[config.mk]
export PLATFORM = sky130hd
export DESIGN_NAME = crtcr_render
export DESIGN_NICKNAME = d
export VERILOG_FILES = /design/src/rtl/crtcr_pkg.sv /design/src/rtl/crtcr_render.sv
export SDC_FILE = /design/constraint.sdc
export NUM_CORES = 1
export LEC_CHECK = 0
export ABC_CLOCK_PERIOD_IN_PS = 3900
export BUFFER_PORTS_ARGS = -buffer_cell sky130_fd_sc_hd__buf_4
export CAP_MARGIN = 20
export CORE_ASPECT_RATIO = 0.75
export CORE_MARGIN = 1
export CORE_UTILIZATION = 25
export DETAILED_ROUTE_END_ITERATION = 8
export GPL_ROUTABILITY_DRIVEN = 1
export GPL_TIMING_DRIVEN = 0
export SETUP_SLACK_MARGIN = 0.3
export SLEW_MARGIN = 15
export SYNTH_ARGS = -nofsm -noshare
export SYNTH_HDL_FRONTEND = slang
export SYNTH_SLANG_ARGS = --single-unit
export TNS_END_PERCENT = 30
[constraint.sdc]
create_clock -name clk -period 3.9 [get_ports clk]
set_input_delay 0.585 -clock clk [delete_from_list [all_inputs] [get_ports clk]]
set_output_delay 0.585 -clock clk [all_outputs]
set_load 0.005 [all_outputs]
[src/rtl/crtcr_pkg.sv]
// Shared types and constants for the CRT character cell line renderer.
// No dependencies. Imported by every module of the block.
`timescale 1ns / 1ps

package crtcr_pkg;

    // stream payload widths
    localparam int S_TDATA_W = 48;
    localparam int M_TDATA_W = 24;

    // field widths
    localparam int CODE_W    = 7;
    localparam int LINE_W    = 4;
    localparam int ATTR_W    = 4;
    localparam int FADDR_W   = 11;
    localparam int FDATA_W   = 8;
    localparam int GLINE_W   = 3;
    localparam int COLOR_W   = 3;
    localparam int PIX_COUNT = 6;
    localparam int PIX_W     = PIX_COUNT * COLOR_W;
    localparam int LINE_SPAN = 1 << LINE_W;
    localparam int FONT_LINES = 8;
    localparam int FONT_DEPTH = 1 << FADDR_W;

    // configuration port
    localparam int CFG_IDX_W  = 3;
    localparam int CFG_DATA_W = 5;

    typedef enum logic [CFG_IDX_W-1:0] {
        CFG_COLOR_MODE   = 3'd0,
        CFG_FONT_SET     = 3'd1,
        CFG_LINES_PER_ROW = 3'd2,
        CFG_OFFSET_LINE  = 3'd3,
        CFG_DASHED_UL    = 3'd4,
        CFG_USE_REVERSE  = 3'd5
    } crtcr_cfg_idx_t;

    // color modes; the reserved code behaves as color
    localparam logic [1:0] COLOR_MONO  = 2'd0;
    localparam logic [1:0] COLOR_COLOR = 2'd1;
    localparam logic [1:0] COLOR_GRAY  = 2'd2;

    // command codes carried in tuser
    localparam logic CMD_RENDER  = 1'b0;
    localparam logic CMD_FONT_WR = 1'b1;

    // attribute bit positions
    localparam int ATTR_REV  = 0;
    localparam int ATTR_GPA0 = 1;
    localparam int ATTR_GPA1 = 2;
    localparam int ATTR_HGLT = 3;

    // mono foreground colors
    localparam logic [COLOR_W-1:0] FG_MONO_HI = 3'b011;
    localparam logic [COLOR_W-1:0] FG_MONO_LO = 3'b010;

    // glyph bit that, when clear on a non-blank line, sets a dashed underline flag
    localparam int UL_KEEP_BIT = 2;

    // reset values of the configuration registers
    localparam logic [1:0] RST_COLOR_MODE = COLOR_COLOR;
    localparam logic [4:0] RST_LINES_PER_ROW = 5'd10;

    // render beat carried from the font read to the pixel stage
    typedef struct packed {
        logic [COLOR_W-1:0] fg;
        logic               invert;
        logic               underline;
        logic               blank;
        logic [LINE_W-1:0]  line_index;
        logic               row_start;
    } crtcr_item_t;

endpackage

[src/rtl/crtcr_render.sv]
// Pixel stage: underline line memory and pixel color composition.
// Depends on crtcr_pkg for the render item type and widths.
`timescale 1ns / 1ps

module crtcr_render #(
    parameter int CHAR_WIDTH = 6,
    parameter int MAX_LINES  = 16
) (
    input  logic                          clk,
    input  logic                          rst_n,
    input  logic                          update,
    input  logic                          dashed_underline,
    input  crtcr_pkg::crtcr_item_t        item,
    input  logic [crtcr_pkg::FDATA_W-1:0] glyph,
    output logic [crtcr_pkg::PIX_W-1:0]   pixel_colors
);
    import crtcr_pkg::*;

    localparam int UL_IW = (MAX_LINES > 1) ? $clog2(MAX_LINES) : 1;

    logic [MAX_LINES-1:0] ul_mem_reg;
    logic [MAX_LINES-1:0] ul_mem_next;
    logic [UL_IW-1:0]     line_slot [LINE_SPAN];
    logic [UL_IW-1:0]     slot;
    logic                 old_flag;
    logic                 cur_ul;
    logic                 new_flag;

    // line index to memory slot, wraps at the memory depth
    for (genvar g = 0; g < LINE_SPAN; g++)
    begin : g_slot
        assign line_slot[g] = UL_IW'(g % MAX_LINES);
    end

    assign slot = line_slot[item.line_index];

    // underline flag for this line, cleared at row start
    always_comb
    begin
        old_flag = item.row_start ? 1'b0 : ul_mem_reg[slot];
        cur_ul   = dashed_underline ? (item.underline && !old_flag) : item.underline;
        new_flag = cur_ul;
        if (dashed_underline && !(item.blank || glyph[UL_KEEP_BIT]))
        begin
            new_flag = 1'b1;
        end
    end

    // memory update
    always_comb
    begin
        ul_mem_next = ul_mem_reg;
        if (update)
        begin
            if (item.row_start)
            begin
                ul_mem_next = '0;
            end
            ul_mem_next[slot] = new_flag;
        end
    end

    always_ff @(posedge clk or negedge rst_n)
    begin
        if (!rst_n)
        begin
            ul_mem_reg <= '0;
        end
        else
        begin
            ul_mem_reg <= ul_mem_next;
        end
    end

    // pixel colors, leftmost pixel in the top bits
    for (genvar pt = 0; pt < PIX_COUNT; pt++)
    begin : g_pix
        if (pt < CHAR_WIDTH)
        begin : g_on
            logic lit;
            assign lit = (cur_ul || !(item.blank || glyph[CHAR_WIDTH-1-pt])) ^ item.invert;
            assign pixel_colors[PIX_W-1-COLOR_W*pt -: COLOR_W] =
                lit ? item.fg : '0;
        end
        else
        begin : g_off
            assign pixel_colors[PIX_W-1-COLOR_W*pt -: COLOR_W] = '0;
        end
    end

endmodule

Word level (Yosys, flattened, before mapping)
Memory sizes are Yosys's and may differ from the RTL's.
Index checks and enable logic that the tools add are counted.
Operators by class
  magnitude comparators: 3
  multiplexer cells: 18
  bitwise logic cells: 7
  reductions and logical operators: 22
Operators by type and width (number)
  $mux W16: 2
  $mux W3: 6
  $bwmux W16: 1
  $logic_or A1 B1 Y1: 12
  $mux W4: 2
  $logic_not A1 Y1: 7
  $xor A1 B1 Y1: 6
  $ge A5 B5 Y1 const B: 1
  $lt A4 B5 Y1 const B: 1
  $mux W1: 5
  $not A4 Y5: 1
  $bmux W1 S4: 1
  $demux W1 S4: 1
  $ge A4 B1 Y1 const B: 1
  $logic_and A1 B1 Y1: 3
Storage, ports and cells
  bits in registers: 16
  memory bits (read-only): 64
  memories kept: 1
Memories
  (name not given): words 16, width 4, read ports 1, clocked after Yosys merged registers in 0, wr ports 0, RTL line crtcr_render.sv:35  | assign slot = line_slot[item.line_index];

Logic depth before layout (Yosys ltp)
Gate-level depths: netlist of run 1.
  depth after elaboration: 13
  mapped depth: 7

Worst setup path before layout of run 1
No wires, ideal clock.
  path type: input-to-output
  from: input port item[1] (netlist bit)
  to: output port pixel_colors[6] (netlist bit)
  data arrival time: 1979 ps
  slack: 1336 ps
  stages: 5
  path buffers: 1
  cells stage by stage: buf_6 mux4_2 o2111ai_4 o31ai_1 mux2i_1
Between the ends
  word-level cells in the longest chain between the ends: 13
RTL lines
  from (decl): RTL line crtcr_render.sv:13  | input crtcr_pkg::crtcr_item_t item,
  $not A4 Y5 (not written as such): RTL line crtcr_render.sv:35
  $mem_v2 Z16 W4
  $mux W4 (not written as such) (2 in series): RTL line crtcr_render.sv:35
  $bmux W1 S4: RTL line crtcr_render.sv:40  | old_flag = item.row_start ? 1'b0 : ul_mem_reg[slot];
  $mux W1 (not written as such): RTL line crtcr_render.sv:40
  $mux W1: RTL line crtcr_render.sv:40
  $logic_not A1 Y1: RTL line crtcr_render.sv:41  | cur_ul = dashed_underline ? (item.underline && !old_flag) : item.underline;
  $logic_and A1 B1 Y1: RTL line crtcr_render.sv:41
  $mux W1: RTL line crtcr_render.sv:41
  $logic_or A1 B1 Y1: RTL line crtcr_render.sv:81  | assign lit = (cur_ul || !(item.blank || glyph[CHAR_WIDTH-1-pt])) ^ item.invert;
  $xor A1 B1 Y1: RTL line crtcr_render.sv:81
  $mux W3: RTL line crtcr_render.sv:83  | lit ? item.fg : '0;
  to (decl): RTL line crtcr_render.sv:15  | output logic [crtcr_pkg::PIX_W-1:0] pixel_colors
No other way between the ends. The select of a mux whose other input is x is not followed.

Worst setup path after layout of run 1
  from: input port item[2] (netlist bit)
  to: output port pixel_colors[8] (netlist bit)
The elaborated chain is that of the path after synthesis.

==> results of run 1 <==
## logic make-up (layout without fill, tap and decap cells)
kind of cell           count (synthesis)  count (layout)  synth area share (%)
AO/OA/AOI/OAI                         43              43                  26.7
buffers and inverters                 13              54                  5.10
flip-flops                            16              16                  30.2
multiplexers                          25              25                  19.8
AND/OR/NAND/NOR                       49              49                  18.1
## power groups by stage
stage	Sequential (mW)	Clock, mW	Combinational, mW
global route	0.179	0.155	0.160
CTS	0.178	0.149	0.146
finish	0.178	0.146	0.146
detailed placement	0.181	0	0.145
global placement	0.181	0	0.145
floorplan	0.180	0	0.0827
## how the worst max path moves through the flow
stage	to	slack, ns	cells past startpoint	start
floorplan	pixel_colors[6]	1.34	5	item[1]
global placement	pixel_colors[6]	1.01	8	item[2]
detailed placement	pixel_colors[8]	1.02	8	item[2]
CTS	pixel_colors[8]	1.02	8	item[2]
global route	pixel_colors[6]	0.85	8	item[2]
finish	pixel_colors[8]	1.02	8	item[2]
## metal layers
metal,global-route usage [%],vias to the layer above,share of wire [%]
met1,19.4,625,51
met4,2.92,0,1.3
met2,19.7,19,45
met3,1.27,6,2.3
li1,-,655,-
met5,0,-,0
## cells in the final DEF, fill, tap and decap left out, types with 3 or more instances in the layout
master,count
clkbuf_1,4
o311ai_0,3
mux2i_1,24
o41ai_1,3
nand3_1,7
buf_4,38
nand3b_1,3
o21ai_0,4
o221ai_1,5
o211ai_1,9
nor2_1,15
inv_1,6
nand2b_1,5
clkbuf_8,4
nand2_1,10
o31ai_1,10
nand4_1,5
dfrtp_1,16
## cell type report
| cell class | instances | area [µm²] | area share, % |
|---|---|---|---|
| Tap cell | 72 | 90.1 | 5.16 |
| Clock buffer | 4 | 55.1 | 3.15 |
| Sequential cell | 16 | 400 | 22.9 |
| Multi-Input combinational cell | 117 | 856 | 49.0 |
| Inverter | 6 | 22.5 | 1.29 |
| Buffer | 7 | 45.0 | 2.58 |
| Timing Repair Buffer | 37 | 278 | 15.9 |
## through the flow
stage / hold WS (ns) / power (mW)
after global placement: 0.454 / 0.326
after detailed placement: 0.455 / 0.326
after global routing: 0.195 / 0.494
after floorplan: 0.289 / 0.262
after CTS: 0.189 / 0.472
final: 0.180 / 0.469
## synthesized netlist by cell type
master / count
nor2b_1: 2
mux4_2: 1
nand4_1: 5
a22oi_1: 2
o21ai_0: 4
nand2_1: 10
o31ai_4: 1
o41ai_1: 3
buf_4: 1
o221ai_1: 5
a221oi_1: 1
nand3_1: 7
mux2i_1: 24
clkbuf_1: 4
buf_6: 2
a31oi_1: 2
nand3b_1: 3
o311ai_0: 3
and2_1: 1
o2111ai_4: 1
o31ai_1: 10
dfrtp_1: 16
o211ai_1: 9
inv_1: 6
nor2_1: 15
nand2b_1: 5
a21oi_1: 2
nor3b_1: 1
==> out/results.txt, run 1 <==
Setup TNS = 0 ns
initial antenna violation count = 0
number of max-cap violations = 0
Layout fillers = 519
Sw Share = 29.5%
HPWL after DPL = 2780 µm
Core Region = 4980 µm²
Overflow after GRT = 0
Final setup violation count = 0
Die Span Y = 65.0 µm
Pleak = 0.752 nW
die area = 5590 µm²
period utilization = 73.8%
critical path's slowest cell = o31ai_1
sequential-to-total area share from yosys stat = 30.2%
Worst Max-Slew Pin Slew = 0.580 ns
highest clock rate = 347 MHz
CTS Hold Bufs = 0
Synth Net Count = 169
reg2reg start = ul_mem_reg[15]$_DFFE_PN0P_
required time worst endpoint = 3.31 ns
number of core rows = 22
unrepaired setup endpoints after global routing = no
Psw = 0.139 mW
final clock skew = 0.000718 ns
min Tclk post-route = 2.88 ns
Post-Route WL = 3570 µm
CP endpoint kind = output port
Cell Pwr Density = 269 nW/µm²
Area after DPL = 1690 µm²
clock slew at reported path FFs = 0.06 ns
placed cell count = 255
Layout Utilization = 35.1%
worst r2r path cells = 5
Worst setup SP type = primary input
n_diodes = 0
worst vdd ir = 0.178 mV
Arr. time, crit path = 2.29 ns
initial DRC count = 52
crit path kind = in -> out
Starting Density = 26.6%
Netlist cell types = 28
final hold vios = 0
PnR worst setup slack = 1.02 ns
Die W = 86.0 µm
Clk Latency, worst-skew pair = 0.25 ns
synth top area cells = dfrtp_1 30%, mux2i_1 18%, o31ai_1 5.7%
Seq pwr share = 37.9%
HP Class = in -> async
first-pass iteration count of the detailed router = 4
largest net degree at the start of global routing = 17
CP peak stage delay = 0.58 ns
CP most frequent cell = buf_4
CP Cell Sequence = buf_4, buf_4, mux2i_1, nand2_1, o2111ai_4, o31ai_1, mux2i_1, buf_4
clock root buffer = clkbuf_8
post-synth top area share = 30.2%
postcts setup bufs = 0
port bufs = 37
post_cts resized = 0
WL/cell = 13.8 µm
Buf+Inv Stages, Crit Path = 3
DR vias/cell = 5.04
# IOs = 41
Rel. slew slack = 61.0%
htree depth = 1
leading area contributor after synthesis = dfrtp_1
Syn Std Cell Area = 1320 µm²
fin. max-slew vios = 0
Pint = 0.331 mW
maximum fanout along the worst path = 10
GRT Util Overall = 12.9%
Synth Instances = 146
nets = 211
Reg2Reg Setup Slack = 1.99 ns
CP delay by family, top = compound AO/OA/AOI/OAI gates
first-pass GRT wire length = 5860 µm
# clock sinks = 16
total CTS buffers = 3
clock share of power = 31.0%
Combinational Power Share = 31.0%
status = finished clean
ANT nets after route = 0
synthesis-stage register bit count = 16
area grow syn2layout = 31.9%
# DRC = 0
max FFs per register = 16
Avg Cell Area, Syn = 9.07 µm²
fin area = 1750 µm²
gpl congestion = 0.757
non-filler instance count after layout = 259
synthesis warning total = 0
layout cells sized above 1 = 25.1%
setup slack at placement = 1.02 ns
via count = 1305
capturing point of the worst reg2reg path = ul_mem_reg[15]$_DFFE_PN0P_
vias in the first global route = 1223
TritonCTS clock tree = yes
CTS max path bufs = 2
(Power assumes the default switching activity.)
==> run 2: changes to the inputs <==
- ABC_AREA: not set -> 1
- ABC_CLOCK_PERIOD_IN_PS: 3900 -> 2800
- clock period: 3.9 -> 2.8 ns (I/O delays scaled with it)
==> run 2 against run 1 <==
  * Count of clock-buffer cells in the layout stayed put
  * Largest cell class unchanged
  * Wire length is 0.64% higher
  * Non-clock buffer count is 1 lower
  * Critical path depth is 8 higher
  * Critical endpoint is now pixel_colors[3]
==> out/results.txt, run 2 <==
clock root buffer = clkbuf_8
final clock skew = 0.00231 ns (+0.00159 ns)
Arr. time, crit path = 1.82 ns (-0.47 ns)
Synth Net Count = 230 (+36%)
Core Region = 4980 µm² (unchanged)
most numerous cell in the Yosys netlist = nand2_1
port bufs = 37 (unchanged)
TritonCTS clock tree = yes
WL/cell = 11.2 µm (-19%)
Setup TNS = 0 ns (unchanged)
required time worst endpoint = 2.38 ns (-0.93 ns)
placed cell count = 316 (+24%)
post_cts resized = 0 (unchanged)
area grow syn2layout = 31.9% (about the same)
via count = 1390 (+6.5%)
leading area contributor after synthesis = dfrtp_1
crit path kind = in -> out
highest clock rate = 446 MHz
Syn Std Cell Area = 1330 µm² (about the same)
fin area = 1750 µm² (about the same)
nets = 272 (+29%)
fraction of registers with async set/reset = 100% (unchanged)
CP endpoint kind = output port
commonest cells after routing, fill and taps aside = 75 x nand2_1, 41 x nor2_1, 38 x buf_4
# IOs = 41 (unchanged)
vias in the first global route = 1265 (+3.4%)
# DRC = 0 (unchanged)
total CTS buffers = 3 (unchanged)
Clk Latency, worst-skew pair = 0.25 ns (about the same)
synthesis warning total = 0 (unchanged)
layout cells sized above 1 = 31.5% (+6.3 points)
sequential-to-total area share from yosys stat = 30.2% (about the same)
Die W = 86.1 µm (about the same)
largest net degree at the start of global routing = 17 (unchanged)
most common cell after layout, fill and taps aside = nand2_1
Pleak = 0.897 nW (+19%)
n_diodes = 0 (unchanged)
synth top area cells = dfrtp_1 30%, nand2_1 21%, nor2_1 12%
number of max-cap violations = 0 (unchanged)
first-pass GRT wire length = 5950 µm (+1.5%)
Area after DPL = 1690 µm² (about the same)
Worst setup SP type = primary input
non-filler instance count after layout = 320 (+24%)
unrepaired setup endpoints after global routing = no
ANT nets after route = 0 (unchanged)
Final setup violation count = 0 (unchanged)
Overflow after GRT = 0 (unchanged)
Starting Density = 26.6% (about the same)
Synth Flop Type = dfrtp_1
CTS Hold Bufs = 0 (unchanged)
clock slew at reported path FFs = 0.06 ns (about the same)
die area = 5600 µm² (about the same)
Post-synth top cells = 75 x nand2_1, 41 x nor2_1, 22 x o21ai_0, 16 x dfrtp_1, 14 x inv_1
initial antenna violation count = 0 (unchanged)
Netlist cell types = 16 (-43%)
min Tclk post-route = 2.24 ns
status = finished clean
fin. max-slew vios = 0 (unchanged)
HPWL after DPL = 2750 µm (-0.96%)
HP Class = in -> async
Rel. slew slack = 70.9% (+9.9 points)
Die Span Y = 65.1 µm (about the same)
period utilization = 80.1%
Avg Cell Area, Syn = 6.40 µm² (-29%)
synthesis-stage register bit count = 16 (unchanged)
gpl congestion = 0.849 (+12%)
Worst Max-Slew Pin Slew = 0.437 ns (-0.143 ns)
post-synth top area share = 30.2% (about the same)
worst vdd ir = 0.169 mV (-5.2%)
maximum fanout along the worst path = 10 (unchanged)
Synth Instances = 207 (+42%)
initial DRC count = 77 (+48%)
first-pass iteration count of the detailed router = 4 (unchanged)
GRT Util Overall = 13.6% (+0.70 points)
Cell Pwr Density = 359 nW/µm² (+34%)
htree depth = 1 (unchanged)
max FFs per register = 16 (unchanged)
number of core rows = 22 (unchanged)
CTS max path bufs = 2 (unchanged)
EDFF count, synth = 0 (unchanged)
Post-Route WL = 3590 µm (+0.64%)
# clock sinks = 16 (unchanged)
DR vias/cell = 4.34 (-14%)
final hold vios = 0 (unchanged)
postcts setup bufs = 0 (unchanged)
==> run 2: changes by cell type in the layout (fill, tap and decap cells not counted), sizes merged, moves of 5 or more <==
cell    before  now
nand2       10   83
o21ai        4   34
nor2        15   41
mux2i       24    0
o31ai       11    0
inv          6   15
o211ai       9    0
or2          0    6
nand2b       5    0
nand4        5    0
o221ai       5    0
==> run 2: cell families after synthesis <==
| kind of cell | synth area share [%] |
|---|---|
| and+or+nand+nor | 44.4 |
| AOI/OAI and AO/OA | 16.8 |
| buffers and inverters | 8.59 |
| DFF | 30.2 |
==> run 2: area by class of cell <==
type	instances	area (µm²)
Buffer	6	57.6
Clock buffer	4	55.1
Fill cell	554	3230
Inverter	15	56.3
Tap cell	72	90.1
Multi-Input combinational cell	170	811
Timing Repair Buffer	37	278
Sequential cell	16	400
==> run 2: power breakdown <==
group | leakage [nW] | internal [mW] | switching [mW]
Clock | 0.0288 | 0.125 | 0.0794
Combinational | 0.649 | 0.0785 | 0.0974
Sequential | 0.220 | 0.242 | 0.00548
==> run 2: path summary, 6_finish.rpt <==
check                      slack [ns]                        from  cells after the start                          to
setup / recovery                 0.56                     item[1]                     16             pixel_colors[3]
hold / removal                   0.03                       rst_n                      1   ul_mem_reg[4]$_DFFE_PN0P_
setup reg to reg                 1.27  ul_mem_reg[10]$_DFFE_PN0P_                     12  ul_mem_reg[13]$_DFFE_PN0P_
hold reg to reg                  0.55   ul_mem_reg[0]$_DFFE_PN0P_                      2   ul_mem_reg[0]$_DFFE_PN0P_
max in group asynchronous        2.59                       rst_n                      1   ul_mem_reg[8]$_DFFE_PN0P_
min in group clk                 0.55   ul_mem_reg[0]$_DFFE_PN0P_                      2   ul_mem_reg[0]$_DFFE_PN0P_
==> run 2: worst max-delay path: stages <==
cell,delay (ns)
buf_4,0.12
buf_6,0.14
nand2_1,0.06
nand2_1,0.05
nand2_1,0.05
nand2_1,0.06
nand2_1,0.06
nand2_1,0.08
o21ai_2,0.18
nand2_4,0.09
buf_12,0.15
nand2_1,0.05
nand2_1,0.06
nand2_2,0.07
nor2_1,0.04
buf_4,0.13
==> run 2: through the flow <==
| step | total power, mW | hold slack, ns | setup slack (ns) | utilization (%) |
|---|---|---|---|---|
| 2_1_floorplan | 0.348 | 0.124 | 0.954 | - |
| 5_1_grt | 0.669 | 0.0288 | 0.401 | 35.1 |
| 3_3_place_gp | 0.426 | 0.295 | 0.584 | 34.0 |
| 3_5_place_dp | 0.428 | 0.295 | 0.564 | 34.0 |
| 6_report | 0.628 | 0.0254 | 0.556 | 35.1 |
| 4_1_cts | 0.637 | 0.0227 | 0.566 | 35.1 |
==> run 2: per-layer routing <==
layer	share of wire [%]	global-route usage, %
met1	52	19.6
met2	44	20.8
met5	0	0
met3	4.0	3.06
met4	0	2.50
